==> config.mk <==
export PLATFORM = sky130hd
export DESIGN_NAME = log_record_deframer_crc32_flat
export DESIGN_NICKNAME = d
export VERILOG_FILES = /design/src/rtl/lrd_pkg.sv /design/src/rtl/lrd_if.sv /design/src/rtl/log_record_deframer_crc32.sv /design/src/flat_wrapper.sv
export SDC_FILE = /design/constraint.sdc
export NUM_CORES = 2
export LEC_CHECK = 0
export ABC_AREA = 1
export BUFFER_PORTS_ARGS = -buffer_cell sky130_fd_sc_hd__buf_2
export CAP_MARGIN = 10
export CELL_PAD_IN_SITES_DETAIL_PLACEMENT = 0
export CELL_PAD_IN_SITES_GLOBAL_PLACEMENT = 2
export CORE_MARGIN = 2
export CORE_UTILIZATION = 35
export CTS_CLUSTER_SIZE = 40
export DETAILED_ROUTE_END_ITERATION = 16
export GPL_TIMING_DRIVEN = 1
export PLACE_DENSITY_LB_ADDON = 0.1
export SETUP_SLACK_MARGIN = 0.15
export SLEW_MARGIN = 5
export SYNTH_ARGS = -nofsm -noshare
export SYNTH_HDL_FRONTEND = slang
export SYNTH_SLANG_ARGS = --single-unit
==> constraint.sdc <==
create_clock -name clk -period 5.16 [get_ports clk]
set_input_delay 0.258 -clock clk [delete_from_list [all_inputs] [get_ports clk]]
set_output_delay 0.258 -clock clk [all_outputs]
set_load 0.03 [all_outputs]
==> src/rtl/lrd_pkg.sv <==
// Shared types, codes and the CRC-32 byte step for the log record deframer.
package lrd_pkg;

  localparam logic [31:0] CRC_INIT = 32'hFFFF_FFFF;
  localparam logic [31:0] CRC_POLY = 32'hEDB8_8320;

  // Result kinds
  localparam logic [1:0] KIND_KEY  = 2'd0;
  localparam logic [1:0] KIND_VAL  = 2'd1;
  localparam logic [1:0] KIND_REC  = 2'd2;
  localparam logic [1:0] KIND_EOL  = 2'd3;

  // Status codes
  localparam logic [1:0] STAT_OK       = 2'd0;
  localparam logic [1:0] STAT_MISMATCH = 2'd1;
  localparam logic [1:0] STAT_TRUNC    = 2'd2;

  // Register addresses
  localparam logic [0:0] ADDR_MIN_SEQUENCE = 1'b0;

  typedef struct packed {
    logic [1:0]  out_kind;
    logic [7:0]  data_byte;
    logic [7:0]  rec_kind;
    logic [63:0] txn_ident;
    logic [63:0] seq_number;
    logic [31:0] key_length;
    logic [31:0] value_length;
    logic [1:0]  status;
    logic        selected;
    logic [63:0] highest_seq;
    logic        last_of_run;
  } res_t;

  // Reflected CRC-32, one byte
  function automatic logic [31:0] crc_byte(input logic [31:0] c, input logic [7:0] b);
    logic [31:0] r;
    r = c ^ {24'd0, b};
    for (int i = 0; i < 8; i++) begin
      r = r[0] ? ((r >> 1) ^ CRC_POLY) : (r >> 1);
    end
    return r;
  endfunction

endpackage

==> src/rtl/lrd_if.sv <==
// Handshake channels of the log record deframer: byte input and result output.
interface lrd_byte_if;
  logic       valid;
  logic       ready;
  logic [7:0] in_byte;
  logic       final_byte;

  modport source (output valid, output in_byte, output final_byte, input ready);
  modport sink (input valid, input in_byte, input final_byte, output ready);
endinterface

interface lrd_res_if;
  logic        valid;
  logic        ready;
  logic [1:0]  out_kind;
  logic [7:0]  data_byte;
  logic [7:0]  rec_kind;
  logic [63:0] txn_ident;
  logic [63:0] seq_number;
  logic [31:0] key_length;
  logic [31:0] value_length;
  logic [1:0]  status;
  logic        selected;
  logic [63:0] highest_seq;
  logic        last_of_run;

  modport source (output valid, output out_kind, output data_byte, output rec_kind,
                  output txn_ident, output seq_number, output key_length,
                  output value_length, output status, output selected,
                  output highest_seq, output last_of_run, input ready);
  modport sink (input valid, input out_kind, input data_byte, input rec_kind,
                input txn_ident, input seq_number, input key_length,
                input value_length, input status, input selected,
                input highest_seq, input last_of_run, output ready);
endinterface

==> src/rtl/log_record_deframer_crc32.sv <==
// Log record deframer: parses a byte stream of records and checks each CRC-32.
// Results of a byte enter the output queue in the cycle after it is taken.
// Throughput: one byte per cycle; a byte may give two results (data byte or record
//   end, plus end of log), while the queue drains one result per cycle when results.ready
//   is high, so ready drops when fewer than two slots are free.
// Reset (rst, synchronous): parser back to the kind field, CRC all ones, queue empty,
//   min_sequence zero.
module log_record_deframer_crc32 (
  input  logic        clk,
  input  logic        rst,
  input  logic        psel,
  input  logic        penable,
  input  logic        pwrite,
  input  logic [0:0]  paddr,
  input  logic [63:0] pwdata,
  output logic [63:0] prdata,
  output logic        pready,
  lrd_byte_if.sink    bytes,
  lrd_res_if.source   results
);

  // Parser phases, in record order
  localparam logic [2:0] PH_KIND = 3'd0;
  localparam logic [2:0] PH_TXN  = 3'd1;
  localparam logic [2:0] PH_SEQ  = 3'd2;
  localparam logic [2:0] PH_KLEN = 3'd3;
  localparam logic [2:0] PH_KEY  = 3'd4;
  localparam logic [2:0] PH_VLEN = 3'd5;
  localparam logic [2:0] PH_VAL  = 3'd6;
  localparam logic [2:0] PH_CRC  = 3'd7;

  // Configuration register
  logic [63:0] min_sequence;

  // Parser state
  logic [2:0]  parse_phase, parse_phase_next;
  logic [31:0] field_count, field_count_next;
  logic [31:0] crc_reg, crc_reg_next;
  logic [7:0]  hdr_kind, hdr_kind_next;
  logic [63:0] hdr_txn, hdr_txn_next;
  logic [63:0] hdr_seq, hdr_seq_next;
  logic [31:0] hdr_key_len, hdr_key_len_next;
  logic [31:0] hdr_value_len, hdr_value_len_next;
  logic [31:0] stored_crc, stored_crc_next;
  logic        halted, halted_next;
  logic [63:0] max_seen_seq, max_seen_seq_next;

  // Result queue: four slots, up to two written and one read per cycle
  lrd_pkg::res_t queue [4];
  logic [1:0]    wr_ptr, rd_ptr;
  logic [2:0]    count, count_next;

  logic          take, pop;
  logic          have_a;
  lrd_pkg::res_t res_a, res_b, res_first;
  logic [1:0]    n_push;

  logic [31:0]   count_inc;
  logic [31:0]   len_full;
  logic [31:0]   crc_full;
  logic [7:0]    b;
  logic [31:0]   crc_stepped;
  logic          crc_ok;

  assign b           = bytes.in_byte;
  assign take        = bytes.valid && bytes.ready;
  assign pop         = results.valid && results.ready;
  assign count_inc   = field_count + 32'd1;
  assign crc_stepped = lrd_pkg::crc_byte(crc_reg, b);

  // Configuration port: one 64-bit register, always ready
  assign pready = 1'b1;
  assign prdata = min_sequence;

  always_ff @(posedge clk) begin
    if (rst) begin
      min_sequence <= '0;
    end else if (psel && penable && pwrite && paddr == lrd_pkg::ADDR_MIN_SEQUENCE) begin
      min_sequence <= pwdata;
    end
  end

  // Per-byte step: field assembly, CRC update and result building
  always_comb begin
    parse_phase_next   = parse_phase;
    field_count_next   = field_count;
    crc_reg_next       = crc_reg;
    hdr_kind_next      = hdr_kind;
    hdr_txn_next       = hdr_txn;
    hdr_seq_next       = hdr_seq;
    hdr_key_len_next   = hdr_key_len;
    hdr_value_len_next = hdr_value_len;
    stored_crc_next    = stored_crc;
    halted_next        = halted;
    max_seen_seq_next  = max_seen_seq;
    have_a             = 1'b0;
    res_a              = '0;
    res_b              = '0;
    len_full           = '0;
    crc_full           = '0;
    crc_ok             = 1'b0;

    if (take && !halted) begin
      case (parse_phase)
        PH_KIND: begin
          // State is already clear here; latch the kind and fold it into the CRC
          hdr_kind_next    = b;
          crc_reg_next     = crc_stepped;
          field_count_next = '0;
          parse_phase_next = PH_TXN;
        end
        PH_TXN, PH_SEQ: begin
          if (parse_phase == PH_TXN) begin
            hdr_txn_next[{field_count[2:0], 3'b000} +: 8] = b;
          end else begin
            hdr_seq_next[{field_count[2:0], 3'b000} +: 8] = b;
          end
          crc_reg_next = crc_stepped;
          if (field_count[2:0] == 3'd7) begin
            field_count_next = '0;
            parse_phase_next = parse_phase + 3'd1;
          end else begin
            field_count_next = count_inc;
          end
        end
        PH_KLEN, PH_VLEN: begin
          // Length bytes stay out of the CRC; a zero length skips its data phase
          if (parse_phase == PH_KLEN) begin
            hdr_key_len_next[{field_count[1:0], 3'b000} +: 8] = b;
            len_full = {b, hdr_key_len[23:0]};
          end else begin
            hdr_value_len_next[{field_count[1:0], 3'b000} +: 8] = b;
            len_full = {b, hdr_value_len[23:0]};
          end
          if (field_count[1:0] == 2'd3) begin
            field_count_next = '0;
            parse_phase_next = (len_full == 32'd0) ? parse_phase + 3'd2
                                                   : parse_phase + 3'd1;
          end else begin
            field_count_next = count_inc;
          end
        end
        PH_KEY, PH_VAL: begin
          have_a             = 1'b1;
          res_a.out_kind     = (parse_phase == PH_KEY) ? lrd_pkg::KIND_KEY
                                                       : lrd_pkg::KIND_VAL;
          res_a.data_byte    = b;
          crc_reg_next       = crc_stepped;
          if (count_inc >= ((parse_phase == PH_KEY) ? hdr_key_len : hdr_value_len)) begin
            field_count_next = '0;
            parse_phase_next = parse_phase + 3'd1;
          end else begin
            field_count_next = count_inc;
          end
        end
        default: begin
          // Checksum bytes: compare on the last one and close the record
          stored_crc_next[{field_count[1:0], 3'b000} +: 8] = b;
          crc_full = {b, stored_crc[23:0]};
          crc_ok   = (crc_reg ^ lrd_pkg::CRC_INIT) == crc_full;
          if (field_count[1:0] == 2'd3) begin
            have_a             = 1'b1;
            res_a.out_kind     = lrd_pkg::KIND_REC;
            res_a.rec_kind     = hdr_kind;
            res_a.txn_ident    = hdr_txn;
            res_a.seq_number   = hdr_seq;
            res_a.key_length   = hdr_key_len;
            res_a.value_length = hdr_value_len;
            res_a.status       = crc_ok ? lrd_pkg::STAT_OK : lrd_pkg::STAT_MISMATCH;
            res_a.selected     = crc_ok && (hdr_seq >= min_sequence);
            if (crc_ok) begin
              if (hdr_seq > max_seen_seq) begin
                max_seen_seq_next = hdr_seq;
              end
            end else begin
              halted_next = 1'b1;
            end
            parse_phase_next   = PH_KIND;
            field_count_next   = '0;
            crc_reg_next       = lrd_pkg::CRC_INIT;
            hdr_kind_next      = '0;
            hdr_txn_next       = '0;
            hdr_seq_next       = '0;
            hdr_key_len_next   = '0;
            hdr_value_len_next = '0;
            stored_crc_next    = '0;
          end else begin
            field_count_next = count_inc;
          end
        end
      endcase
    end

    // End of log: report, then restart the parser from clean state
    if (take && bytes.final_byte) begin
      res_b.out_kind     = lrd_pkg::KIND_EOL;
      res_b.status       = (!halted_next && parse_phase_next != PH_KIND)
                           ? lrd_pkg::STAT_TRUNC : lrd_pkg::STAT_OK;
      res_b.highest_seq  = max_seen_seq_next;
      res_b.last_of_run  = 1'b1;
      parse_phase_next   = PH_KIND;
      field_count_next   = '0;
      crc_reg_next       = lrd_pkg::CRC_INIT;
      hdr_kind_next      = '0;
      hdr_txn_next       = '0;
      hdr_seq_next       = '0;
      hdr_key_len_next   = '0;
      hdr_value_len_next = '0;
      stored_crc_next    = '0;
      halted_next        = 1'b0;
      max_seen_seq_next  = '0;
    end

    res_a.last_of_run = !(take && bytes.final_byte);
  end

  // Order the results of this byte: data or record end first, end of log last
  assign res_first = have_a ? res_a : res_b;
  assign n_push    = {1'b0, have_a} + {1'b0, take && bytes.final_byte};

  always_ff @(posedge clk) begin
    if (rst) begin
      parse_phase   <= PH_KIND;
      field_count   <= '0;
      crc_reg       <= lrd_pkg::CRC_INIT;
      hdr_kind      <= '0;
      hdr_txn       <= '0;
      hdr_seq       <= '0;
      hdr_key_len   <= '0;
      hdr_value_len <= '0;
      stored_crc    <= '0;
      halted        <= 1'b0;
      max_seen_seq  <= '0;
    end else begin
      parse_phase   <= parse_phase_next;
      field_count   <= field_count_next;
      crc_reg       <= crc_reg_next;
      hdr_kind      <= hdr_kind_next;
      hdr_txn       <= hdr_txn_next;
      hdr_seq       <= hdr_seq_next;
      hdr_key_len   <= hdr_key_len_next;
      hdr_value_len <= hdr_value_len_next;
      stored_crc    <= stored_crc_next;
      halted        <= halted_next;
      max_seen_seq  <= max_seen_seq_next;
    end
  end

  // Queue storage: no reset needed on the slots
  always_ff @(posedge clk) begin
    if (n_push != 2'd0) begin
      queue[wr_ptr] <= res_first;
    end
    if (n_push == 2'd2) begin
      queue[wr_ptr + 2'd1] <= res_b;
    end
  end

  assign count_next = count + {1'b0, n_push} - {2'b00, pop};

  always_ff @(posedge clk) begin
    if (rst) begin
      wr_ptr <= '0;
      rd_ptr <= '0;
      count  <= '0;
    end else begin
      wr_ptr <= wr_ptr + n_push;
      rd_ptr <= rd_ptr + {1'b0, pop};
      count  <= count_next;
    end
  end

  // Take a byte only while at least two slots are free
  assign bytes.ready = (count <= 3'd2);

  assign results.valid        = (count != 3'd0);
  assign results.out_kind     = queue[rd_ptr].out_kind;
  assign results.data_byte    = queue[rd_ptr].data_byte;
  assign results.rec_kind     = queue[rd_ptr].rec_kind;
  assign results.txn_ident    = queue[rd_ptr].txn_ident;
  assign results.seq_number   = queue[rd_ptr].seq_number;
  assign results.key_length   = queue[rd_ptr].key_length;
  assign results.value_length = queue[rd_ptr].value_length;
  assign results.status       = queue[rd_ptr].status;
  assign results.selected     = queue[rd_ptr].selected;
  assign results.highest_seq  = queue[rd_ptr].highest_seq;
  assign results.last_of_run  = queue[rd_ptr].last_of_run;

  // Checks
  a_count_bound: assert property (@(posedge clk) count <= 3'd4)
    else $error("result queue overfilled");

  a_reset_empty: assert property (@(posedge clk) rst |=> count == 3'd0)
    else $error("queue not empty after reset");

  a_halt_silent: assert property (@(posedge clk) disable iff (rst)
    (take && halted && !bytes.final_byte && !pop) |=> count == $past(count))
    else $error("halted parser produced a result");

  a_restart: assert property (@(posedge clk) disable iff (rst)
    (take && bytes.final_byte) |=> (!halted && parse_phase == PH_KIND
                                     && max_seen_seq == 64'd0))
    else $error("parser not restarted after final byte");

endmodule

==> src/flat_wrapper.sv <==
// flat-port wrapper written by rule: the top's interface ports become plain ports
module log_record_deframer_crc32_flat 
  (clk, rst, psel, penable, pwrite, paddr, pwdata, prdata, pready, bytes_valid, bytes_in_byte, bytes_final_byte, bytes_ready, results_valid, results_out_kind, results_data_byte, results_rec_kind, results_txn_ident, results_seq_number, results_key_length, results_value_length, results_status, results_selected, results_highest_seq, results_last_of_run, results_ready);
  lrd_byte_if bytes_i ();
  lrd_res_if results_i ();
  input  logic clk;
  input  logic rst;
  input  logic psel;
  input  logic penable;
  input  logic pwrite;
  input  logic [0:0] paddr;
  input  logic [63:0] pwdata;
  output logic [63:0] prdata;
  output logic pready;
  input wire logic [$bits(bytes_i.valid)-1:0] bytes_valid;
  input wire logic [$bits(bytes_i.in_byte)-1:0] bytes_in_byte;
  input wire logic [$bits(bytes_i.final_byte)-1:0] bytes_final_byte;
  output wire logic [$bits(bytes_i.ready)-1:0] bytes_ready;
  output wire logic [$bits(results_i.valid)-1:0] results_valid;
  output wire logic [$bits(results_i.out_kind)-1:0] results_out_kind;
  output wire logic [$bits(results_i.data_byte)-1:0] results_data_byte;
  output wire logic [$bits(results_i.rec_kind)-1:0] results_rec_kind;
  output wire logic [$bits(results_i.txn_ident)-1:0] results_txn_ident;
  output wire logic [$bits(results_i.seq_number)-1:0] results_seq_number;
  output wire logic [$bits(results_i.key_length)-1:0] results_key_length;
  output wire logic [$bits(results_i.value_length)-1:0] results_value_length;
  output wire logic [$bits(results_i.status)-1:0] results_status;
  output wire logic [$bits(results_i.selected)-1:0] results_selected;
  output wire logic [$bits(results_i.highest_seq)-1:0] results_highest_seq;
  output wire logic [$bits(results_i.last_of_run)-1:0] results_last_of_run;
  input wire logic [$bits(results_i.ready)-1:0] results_ready;
  assign bytes_i.valid = bytes_valid;
  assign bytes_i.in_byte = bytes_in_byte;
  assign bytes_i.final_byte = bytes_final_byte;
  assign bytes_ready = bytes_i.ready;
  assign results_valid = results_i.valid;
  assign results_out_kind = results_i.out_kind;
  assign results_data_byte = results_i.data_byte;
  assign results_rec_kind = results_i.rec_kind;
  assign results_txn_ident = results_i.txn_ident;
  assign results_seq_number = results_i.seq_number;
  assign results_key_length = results_i.key_length;
  assign results_value_length = results_i.value_length;
  assign results_status = results_i.status;
  assign results_selected = results_i.selected;
  assign results_highest_seq = results_i.highest_seq;
  assign results_last_of_run = results_i.last_of_run;
  assign results_i.ready = results_ready;
  log_record_deframer_crc32 u_core (.clk(clk), .rst(rst), .psel(psel), .penable(penable), .pwrite(pwrite), .paddr(paddr), .pwdata(pwdata), .prdata(prdata), .pready(pready), .bytes(bytes_i), .results(results_i));
endmodule
Word-level counts from Yosys, hierarchy flattened
Memory sizes are Yosys's and may differ from the RTL's. A register that Yosys moved wholly into a read port is not among the register bits.
Cells that the tools add are included.
{ "classes": {"add_sub_neg": 11, "order_cmp": 4, "n_eq_ne": 14, "shift": 4, "muxes": 73, "bitwise": 16, "n_reduce_logical": 37} }
{ "op_table": {"columns": ["op", "count"], "rows": [
  ["$mux W32", 19],
  ["$mux W64", 8],
  ["$mux W203", 2],
  ["$mux W278", 1],
  ["$pmux W64 S2", 2],
  ["$mux W213", 1],
  ["$pmux W32 S2", 3],
  ["$bwmux W64", 2],
  ["$not A13 Y14", 8],
  ["$bwmux W32", 3],
  ["$pmux W32 S3", 1],
  ["$mux W65", 1],
  ["$ge A64 B64 Y1", 1],
  ["$gt A64 B64 Y1", 1],
  ["$shift A8 B8 Y64 const A", 1],
  ["$shiftx A8 B8 Y64", 1],
  ["$add A32 B1 Y32 const B", 1],
  ["$eq A32 B32 Y1", 1],
  ["$ge A32 B32 Y1", 1],
  ["$logic_not A32 Y1", 1],
  ["$not A32 Y32", 1],
  ["$shift A8 B7 Y32 const A", 1],
  ["$shiftx A8 B7 Y32", 1],
  ["$xor A32 B8 Y32", 1],
  ["other kinds (39)", 96]
]} }
{ "word_totals": {"reg_bits": 435, "ram_bits": 1112, "in_bits": 81, "n_memories": 1} }
{ "memory_table": {"columns": ["name", "depth", "width", "read_ports", "rd_clocked_by_memory_dff", "wr", "line_no", "rtl"], "rows": [
  ["u_core.queue", 4, 278, 1, 1, 2, "log_record_deframer_crc32.sv:49", "lrd_pkg::res_t queue [4];"]
]} }

Logic depth before layout (Yosys ltp)
{ "logic_depth": {"ltp_word": 18, "ltp_mapped": 27} }

Least setup slack after synthesis
Ideal clock, no wire load.
{ "synth_path": {"path_type": "reg-to-reg", "start": "register u_core.parse_phase[0]", "end": "memory u_core.queue[1][60] (netlist name) (data pin)", "setup_time_ps": 141, "arrival_ps": 4518, "setup_slack_ps": 502, "path_stages_with_launch": 17, "n_path_buf": 4, "synth_period_minus_slack_ps": 4658, "path_cell_list": "dfxtp_1 -> ha_1 -> ha_1 -> buf_2 -> inv_2 -> nand4_1 -> a21oi_1 -> inv_1 -> ha_1 -> nor3_1 -> inv_1 -> buf_2 -> nand2_1 -> o21ai_0 -> buf_2 -> buf_2 -> nor2_1"} }
{ "synth_lines": {"columns": ["item", "line_no", "rtl"], "rows": [
  ["start: declaration", "log_record_deframer_crc32.sv:36", "logic [2:0] parse_phase, parse_phase_next;"],
  ["start signal: assignment", "log_record_deframer_crc32.sv:235", "parse_phase <= parse_phase_next;"],
  ["end: declaration", "log_record_deframer_crc32.sv:49", null]
]} }

Worst setup path after layout
{ "layout_path": {"start": "register u_core.field_count[0]", "end": "register u_core.field_count[10]"} }
{ "layout_between": {"elab_chain_len": 4, "word_cells_on_any_way": 8} }
{ "layout_lines": {"columns": ["item", "line_no", "rtl"], "rows": [
  ["start: declaration", "log_record_deframer_crc32.sv:37", "logic [31:0] field_count, field_count_next;"],
  ["start signal: assignment", "log_record_deframer_crc32.sv:236", "field_count <= field_count_next;"],
  ["$add A32 B1 Y32", "log_record_deframer_crc32.sv:68", "assign count_inc = field_count + 32'd1;"],
  ["$ge A32 B32 Y1", "log_record_deframer_crc32.sv:149", "if (count_inc >= ((parse_phase == PH_KEY) ? hdr_key_len : hdr_value_len)) begin"],
  ["$mux W32", "log_record_deframer_crc32.sv:149", null],
  ["$pmux W32 S3 (*)", "log_record_deframer_crc32.sv:104", "case (parse_phase)"]
]} }
Mark *: on every way between the ends. The rest lies on a longest branch, timed or not.
A chain may end at the register's enable or synchronous reset.

==> flow_summary.json <==
{
  "cts_max_path_buffers": 3,
  "vias_per_cell": 5.29,
  "synth_flop_cell": "dfxtp_1",
  "cts_root_buf": "clkbuf_16",
  "regArea_sq_um": 33500,
  "startpoint_type": "flop",
  "track_usage": 0.268,
  "die_area_sq_um": 196000,
  "wirelength_mm": 271,
  "synthArstFlopShare": 0,
  "period_minus_slack_ns": 4.23,
  "rsz0062_at_grt": "no",
  "cts.sinks": 1539,
  "multi_input_area_sq_um": 29700,
  "cp-end-kind": "flop",
  "ios": 426,
  "netlist_area_sq_um": 67200,
  "drt-initial-drc-count": 4857,
  "grt_max_degree": 159,
  "firstDrtPassIters": 6,
  "path_clk_slew_ns": 0.06,
  "setup-violations-final": 0,
  "antenna_found_initial": 6,
  "routed-via-count": 61000,
  "reg2reg_from": "u_core.field_count[0]$_SDFFE_PP0P_",
  "nNetsFinal": 9128,
  "wl_per_cell_um": 23.5,
  "drive_above_1_share": 0.112,
  "synth_edf_count": 272,
  "cp-startpoint": "u_core.field_count[0]$_SDFFE_PP0P_",
  "clock-skew-final_ns": 0.0399,
  "cts_tree": "done",
  "io_buffers": 424,
  "syn_nets": 8876,
  "max_freq_mhz": 236,
  "ys_seq_elements": 1539,
  "yosysTopAreaCellShare": 0.377,
  "core_area_sq_um": 191000,
  "fin_tns_setup_ns": 0,
  "ys_types": 60,
  "worst-setup-path-type": "flop to flop",
  "place.detailed.hpwl_mm": 174,
  "p_per_area_nw_per_um2": 470,
  "top_register": "u_core.queue",
  "grt_pass1_wl_mm": 398,
  "overflow": 0,
  "insertedDiodeCount": 0,
  "synth_cells": 8614,
  "cts_made_buffers": 177,
  "drv_cap": 0,
  "worstPathMaxFanout": 20,
  "worstPathRequired_ns": 5.88,
  "cts_setup_buffers": 0,
  "yosysWarnings": 0,
  "die_h_um": 442,
  "arrival_ns": 4.95,
  "cts_htree_levels": 4,
  "fin_crit_sh": 0.820,
  "maxSlewHeadroom": 0.250,
  "postLayoutCoreUtil": 0.411,
  "dp.cells": 11100,
  "leakage_nw": 29.6,
  "yosysSeqAreaShare": 0.499,
  "largest_reg_flops": 1112,
  "stdcell_count": 11500,
  "worstMarginPinSlew_ns": 1.13,
  "area_delta_synth_final_pct": 16.4,
  "hold_viol_final": 0,
  "cts_resized": 0,
  "ant_nets": 0,
  "synth.area.top_cells": "dfxtp_1 (38%), edfxtp_1 (12%), o21ai_0 (12%), nand2_1 (10%), nor2_1 (6.2%)",
  "drv_slew": 0,
  "synth_common_cells": "nand2_1 (1,861), o21ai_0 (1,629), dfxtp_1 (1,267)",
  "gp_congestion": 0.848,
  "peakVddDrop_v": 0.000273,
  "min_path_type": "primary input to flop",
  "rows": 160,
  "hp-start": "results_ready",
  "status": "complete, no violations",
  "fp.dieW_um": 442,
  "first_global_vias": 57700,
  "avgSynthCellArea_sq_um": 7.81,
  "fillers": 19700,
  "yosysMostFrequentCell": "nand2_1",
  "yosysTopAreaCell": "dfxtp_1",
  "drc": 0,
  "initial_core_util": 0.353,
  "clk_latency_ns": 0.83
}
[logic make-up after synthesis]
logic type	after synthesis	synth area share
AND/OR/NAND/NOR	3367	0.206
adder cells (fa/ha/maj)	181	0.0338
buffers and inverters	1023	0.0611
AO/OA/AOI/OAI	2401	0.187
flip-flops	1539	0.499
XOR/XNOR	102	0.0140
other	1	0.0000558
[critical path, cell delays in order (launching register included)]
cell     delay, ns
dfxtp_1       0.56
ha_1          0.24
nand3_1       0.17
nor2_2        0.18
inv_1         0.11
nor2_2        0.17
nand2_1       0.09
nor4_2        0.22
nand3_1       0.16
nor2_1        0.14
xor2_1        0.23
ha_1          0.27
nand2_1       0.06
nor2_1        0.05
nand2_1       0.06
nand2_1       0.05
a21oi_1       0.25
nand3_1       0.18
nand2_1       0.14
inv_1         0.12
nand2_1       0.07
nand2_1       0.07
inv_1         0.07
buf_4         0.27
nand2_1       0.08
a21oi_1       0.14
[report_power, final]
| group | leakage, nW | switching (mW) | internal [mW] |
|---|---|---|---|
| logic | 13.8 | 8.59 | 2.72 |
| registers | 13.0 | 0.285 | 12.5 |
| clock network | 2.83 | 5.30 | 7.33 |
| total | 29.6 | 14.2 | 22.6 |
[layer usage]
layer,GRT usage,up-vias,wire (um)
met5,0,-,0
met4,0.0721,0,7030
met3,0.0308,331,12800
met2,0.430,1560,123000
met1,0.379,29800,128000
li1,-,29300,-
[through the flow]
stage	instance area (sq um)	setup WS [ns]	power (mW)	hold slack [ns]
after floorplan	67200	0.502	20.2	0.325
after global placement	71800	0.980	24.5	0.432
after detailed placement	71800	0.993	24.4	0.437
after CTS	78300	0.953	37.1	0.0933
after global routing	78300	0.416	38.4	0.170
final	78300	0.927	36.8	0.149
[what timing repair did]
action	4_1_cts	5_1_grt
hold buffers	75	0
hold endpoints to repair	110	0
setup endpoints to repair	0	0
[worst paths after layout]
path | cells after the start | slack [ns] | endpoint
max | 25 | 0.93 | u_core.field_count[10]$_SDFFE_PP0P_
min | 5 | 0.15 | u_core.rd_ptr[0]$_SDFF_PP0_
max reg2reg | 25 | 0.93 | u_core.field_count[10]$_SDFFE_PP0P_
min reg2reg | 2 | 0.45 | u_core.queue[2][260]$_SDFFE_PP0P_
[cells in the final DEF, fill, tap and decap left out, types with 14 or more instances in the layout]
cell type	n
inv_1	422
edfxtp_1	272
clkbuf_16	182
o21ai_0	1625
dfxtp_1	1265
nor4_1	25
a21oi_1	420
clkbuf_8	32
clkinv_2	25
ha_1	180
xnor2_1	26
xor2_1	73
clkinv_1	14
nand3_1	141
nand2_1	1855
dlygate4sd3_1	75
o211ai_1	16
nand3_2	100
nand4_1	51
nor2_1	1106
buf_2	424
buf_4	120
nor3_1	37
buf_12	32
o22ai_1	278
clkbuf_1	52
[area by class of cell]
type                    instances  share of cell area
flip-flops and latches       1539               0.428
repair buffers                651              0.0564
clock inverters                57             0.00730
inverters                     445              0.0222
multi-input cells            6052               0.379
well taps                    2511              0.0401
clock buffers                 266              0.0663
No activity file was read; power rests on OpenSTA's default activity.
